[src/hw/rtl/wsr_pkg.sv]
// ----------------------------------------------------------------------------
// wsr_pkg
// Shared widths, constants, controller types and the modular reduce helper
// for the windowed sum recurrence block.
// ----------------------------------------------------------------------------
package wsr_pkg;

	localparam int LengthW = 20;
	localparam int WindowW = 11;
	localparam int CountW = 30;

	localparam int Modulus = 1000000000;
	localparam int MaxWindowDefault = 1024;

	// signed width that holds (-Modulus, 3*Modulus)
	localparam int SumW = CountW + 3;
	localparam logic signed [SumW-1:0] ModS = SumW'(Modulus);
	localparam logic signed [SumW-1:0] Mod2S = SumW'(2 * 64'(Modulus));

	typedef enum logic [1:0] {
		ST_IDLE,
		ST_RUN,
		ST_DONE
	} wsr_state_t;

	typedef struct packed {
		logic load;
		logic step;
		logic finish;
	} wsr_cmd_t;

	typedef struct packed {
		logic rem_zero;
	} wsr_status_t;

	// bring a value in (-Modulus, 3*Modulus) back to [0, Modulus)
	function automatic logic [CountW-1:0] mod_reduce(input logic signed [SumW-1:0] d);
		logic signed [SumW-1:0] r;
		if (d < 0) begin
			r = d + ModS;
		end else if (d < ModS) begin
			r = d;
		end else if (d < Mod2S) begin
			r = d - ModS;
		end else begin
			r = d - Mod2S;
		end
		return r[CountW-1:0];
	endfunction

endpackage

[src/hw/rtl/wsr_ctrl.sv]
// ----------------------------------------------------------------------------
// wsr_ctrl
// Sequencer: takes a request, runs one recurrence step per cycle until the
// step count is used up, then hands the term to the output register.
// ----------------------------------------------------------------------------
module wsr_ctrl (
	input  logic                 clk,
	input  logic                 arst_n,
	input  logic                 req_valid,
	output logic                 req_ready,
	output logic                 rsp_valid,
	input  logic                 rsp_ready,
	input  wsr_pkg::wsr_status_t status,
	output wsr_pkg::wsr_cmd_t    cmd
);
	import wsr_pkg::*;

	wsr_state_t state_q, state_d;
	logic       rsp_valid_q;

	always_ff @(posedge clk or negedge arst_n) begin
		if (!arst_n) begin
			state_q <= ST_IDLE;
		end else begin
			state_q <= state_d;
		end
	end

	always_comb begin
		state_d = state_q;
		cmd = '0;
		req_ready = 1'b0;
		unique case (state_q)
			ST_IDLE: begin
				req_ready = 1'b1;
				if (req_valid) begin
					cmd.load = 1'b1;
					state_d = ST_RUN;
				end
			end
			ST_RUN: begin
				if (status.rem_zero) begin
					state_d = ST_DONE;
				end else begin
					cmd.step = 1'b1;
				end
			end
			ST_DONE: begin
				// wait for the output register to drain
				if (!rsp_valid_q || rsp_ready) begin
					cmd.finish = 1'b1;
					state_d = ST_IDLE;
				end
			end
			default: begin
				state_d = ST_IDLE;
			end
		endcase
	end

	always_ff @(posedge clk or negedge arst_n) begin
		if (!arst_n) begin
			rsp_valid_q <= 1'b0;
		end else if (cmd.finish) begin
			rsp_valid_q <= 1'b1;
		end else if (rsp_ready) begin
			rsp_valid_q <= 1'b0;
		end
	end

	assign rsp_valid = rsp_valid_q;

endmodule

[config.mk]
export PLATFORM = sky130hd
export DESIGN_NAME = wsr_ctrl
export DESIGN_NICKNAME = d
export VERILOG_FILES = /design/src/hw/rtl/wsr_pkg.sv /design/src/hw/rtl/wsr_ctrl.sv
export SDC_FILE = /design/constraint.sdc
export NUM_CORES = 1
export LEC_CHECK = 0
export BUFFER_PORTS_ARGS = -buffer_cell sky130_fd_sc_hd__buf_2
export CORE_AREA = 10 10 47 49
export DETAILED_ROUTE_END_ITERATION = 8
export DIE_AREA = 0 0 57 59
export PLACE_DENSITY_LB_ADDON = 0.05
export SKIP_LAST_GASP = 1
export SLEW_MARGIN = 20
export SYNTH_ARGS = -nofsm -noshare
export SYNTH_HDL_FRONTEND = slang
export SYNTH_SLANG_ARGS = --single-unit
[constraint.sdc]
create_clock -name clk -period 1.36 [get_ports clk]
set_input_delay 0.068 -clock clk [delete_from_list [all_inputs] [get_ports clk]]
set_output_delay 0.068 -clock clk [all_outputs]
set_load 0.02 [all_outputs]
==> metrics <==
RePlAce Congestion=0.612; CP top delay family=flip-flops; Syn Nets=20; Root Driver=clkbuf_4; Initial Utilization=10.4%; CP Data Arrival Time=1.11 ns; post-synthesis register bit count=3; IO Port Bufs=9; Final Cell Area=246 um2; post-route setup TNS=0 ns; fraction of layout cells with a size suffix above 1=41.4%; leakage power total=0.124 nW; Placed Cells=40; Crit Path Class=flip-flop to primary output; worst hold start=req_valid; Worst EP required=1.29 ns; Slowest cell on crit path=dfrtp_1; DRC=0; commonest non-fill, non-tap cell in the layout=buf_2; reg2reg setup slack=0.56 ns; global-route wire length before repair=662 um; Mapped Cells=15; initial antenna violation count=0; pin count of the biggest net entering global routing=7; area delta synth->final=69.8%; grt ovf=0; Max FO, Critical Path=6; dpl cell area=210 um2; Worst Max-Slew Pin Slew=0.153 ns; Synth cell types=10; clk_lat worst skew=0.23 ns; die width=57 um; WL/cell=9.13 um; nature of the critical path startpoint=flip-flop; Final Non-Filler Cells=45; max-slew violations=0; maxcap violations=0; worst relative slew slack=89.8%; Core Region=1400 um2; yosys warns=0; vias in the first global route=164; Worst Setup End Kind=primary output; IO Count=10; CTS tree=built; hold endpoint=state_q[0]; Period minus WS final=1.18 ns; DIE AREA=3360 um2; Post-Route WL=411 um; Tcrit/Tclk final=86.5%; VDD IR max=0.000394 V; drt pass-1 iters=4; Site Rows=14; Clock Pin Slew Worst Setup and Hold Paths=0.03 ns; Mean Syn Cell Area=9.68 um2; Initial DRC Count=1; n_diodes=0; number of vias per cell=3.22; TritonCTS Buffers=3; clock sink total=3; Vias=145; GR Util All Layers=2.85%; Max clock buf depth=2; most frequent cells in the layout=buf_2 (9), nand2b_1 (4), clkbuf_4 (3), dfrtp_1 (3); Post-Syn Area=145 um2; Final ANT Viol Nets=0; max incr delay on CP=0.41 ns; PwrDens=1940 nW/um2; WHS Path Cells=3; R2R Path Start=state_q[0]; Buf/Inv on CP=1; worst-case reg-to-reg path depth=2; register area share after synthesis=51.7%; CP Cell Sequence=nand2b_1, nor2b_1, buf_2; FMAX=850 MHz; Max H-tree Level=1; R2R Path End=state_q[1]; Hold Crit Class=input port to flip-flop; fin nets=35; RSZ-0062 raised after global routing=no; Die Y-Extent=59 um; status=finished clean; skew final=0.000558 ns; Setup violations, final=0; Fin. Hold Viols=0
==> power by group <==
group	internal [mW]	switching [mW]	total (mW)	leakage [nW]
registers	0.119	0.0269	0.146	0.0388
logic	0.0732	0.108	0.181	0.0699
clock network	0.110	0.0422	0.152	0.0150
==> registers in the layout, indices dropped and copies added (netlist names) <==
signal / count
state_q: 2
rsp_valid: 1
==> cell families (layout without fill, tap and decap cells) <==
logic type | count (synthesis) | in the layout | share of synthesized area [%]
buffers and inverters | 0 | 14 | 0
DFF | 3 | 3 | 51.7
AOI/OAI and AO/OA | 2 | 2 | 6.89
and+or+nand+nor | 10 | 10 | 41.4
==> final cells by class <==
type / instances / area, um2
timing repair buffer: 10 / 55.1
sequential: 3 / 75.1
fill: 174 / 1150
multi-input combinational: 12 / 70.1
clock buffer: 4 / 26.3
tap: 16 / 20.0
==> worst reg2reg max path, cell delays in order, from the launching register on <==
cell,delay [ns]
dfrtp_1,0.41
nand2b_1,0.19
o21ai_1,0.13
==> layer usage <==
layer / routed length (um) / GRT usage [%] / vias up
li1: - / - / 76
met1: 160 / 2.48 / 65
met2: 232 / 4.19 / 4
met3: 18 / 1.29 / 0
met4: 0 / 4.03 / 0
met5: 0 / 0 / -
==> per-stage QoR <==
| stage | power (mW) | hold slack [ns] | util (%) | setup WS [ns] |
|---|---|---|---|---|
| global placement | 0.334 | -0.133 | 15.0 | 0.410 |
| global route | 0.520 | 0.122 | 17.6 | 0.0704 |
| floorplan | 0.262 | -0.228 | - | 0.274 |
| CTS | 0.497 | 0.108 | 17.6 | 0.152 |
| finish | 0.479 | 0.111 | 17.6 | 0.183 |
| detailed placement | 0.331 | -0.133 | 15.0 | 0.413 |
==> worst max-delay path by stage <==
stage          startpoint      to  cells after the start
2_1_floorplan  state_q[0]  cmd[2]                      2
3_3_place_gp   state_q[0]  cmd[0]                      3
3_5_place_dp   state_q[0]  cmd[0]                      3
4_1_cts        state_q[0]  cmd[0]                      3
5_1_grt        state_q[0]  cmd[0]                      3
6_report       state_q[0]  cmd[0]                      3
==> what timing repair did <==
item	in CTS	in global routing
endpoints found under the hold margin	3	0
gates resized for setup	0	0
buffers inserted	0	0
setup endpoints to repair	0	0
hold buffers	1	0
==> cells in the mapped netlist <==
master / instances / area share (%)
nand2b_1: 4 / 17
o21ai_1: 1 / 3.4
nand3b_1: 1 / 5.2
a21oi_1: 1 / 3.4
nor2_1: 1 / 2.6
nor3b_1: 1 / 5.2
nand2_1: 1 / 2.6
dfrtp_1: 3 / 52
and2_1: 1 / 4.3
nor2b_1: 1 / 4.3
Power figures use the tool's default switching activity.
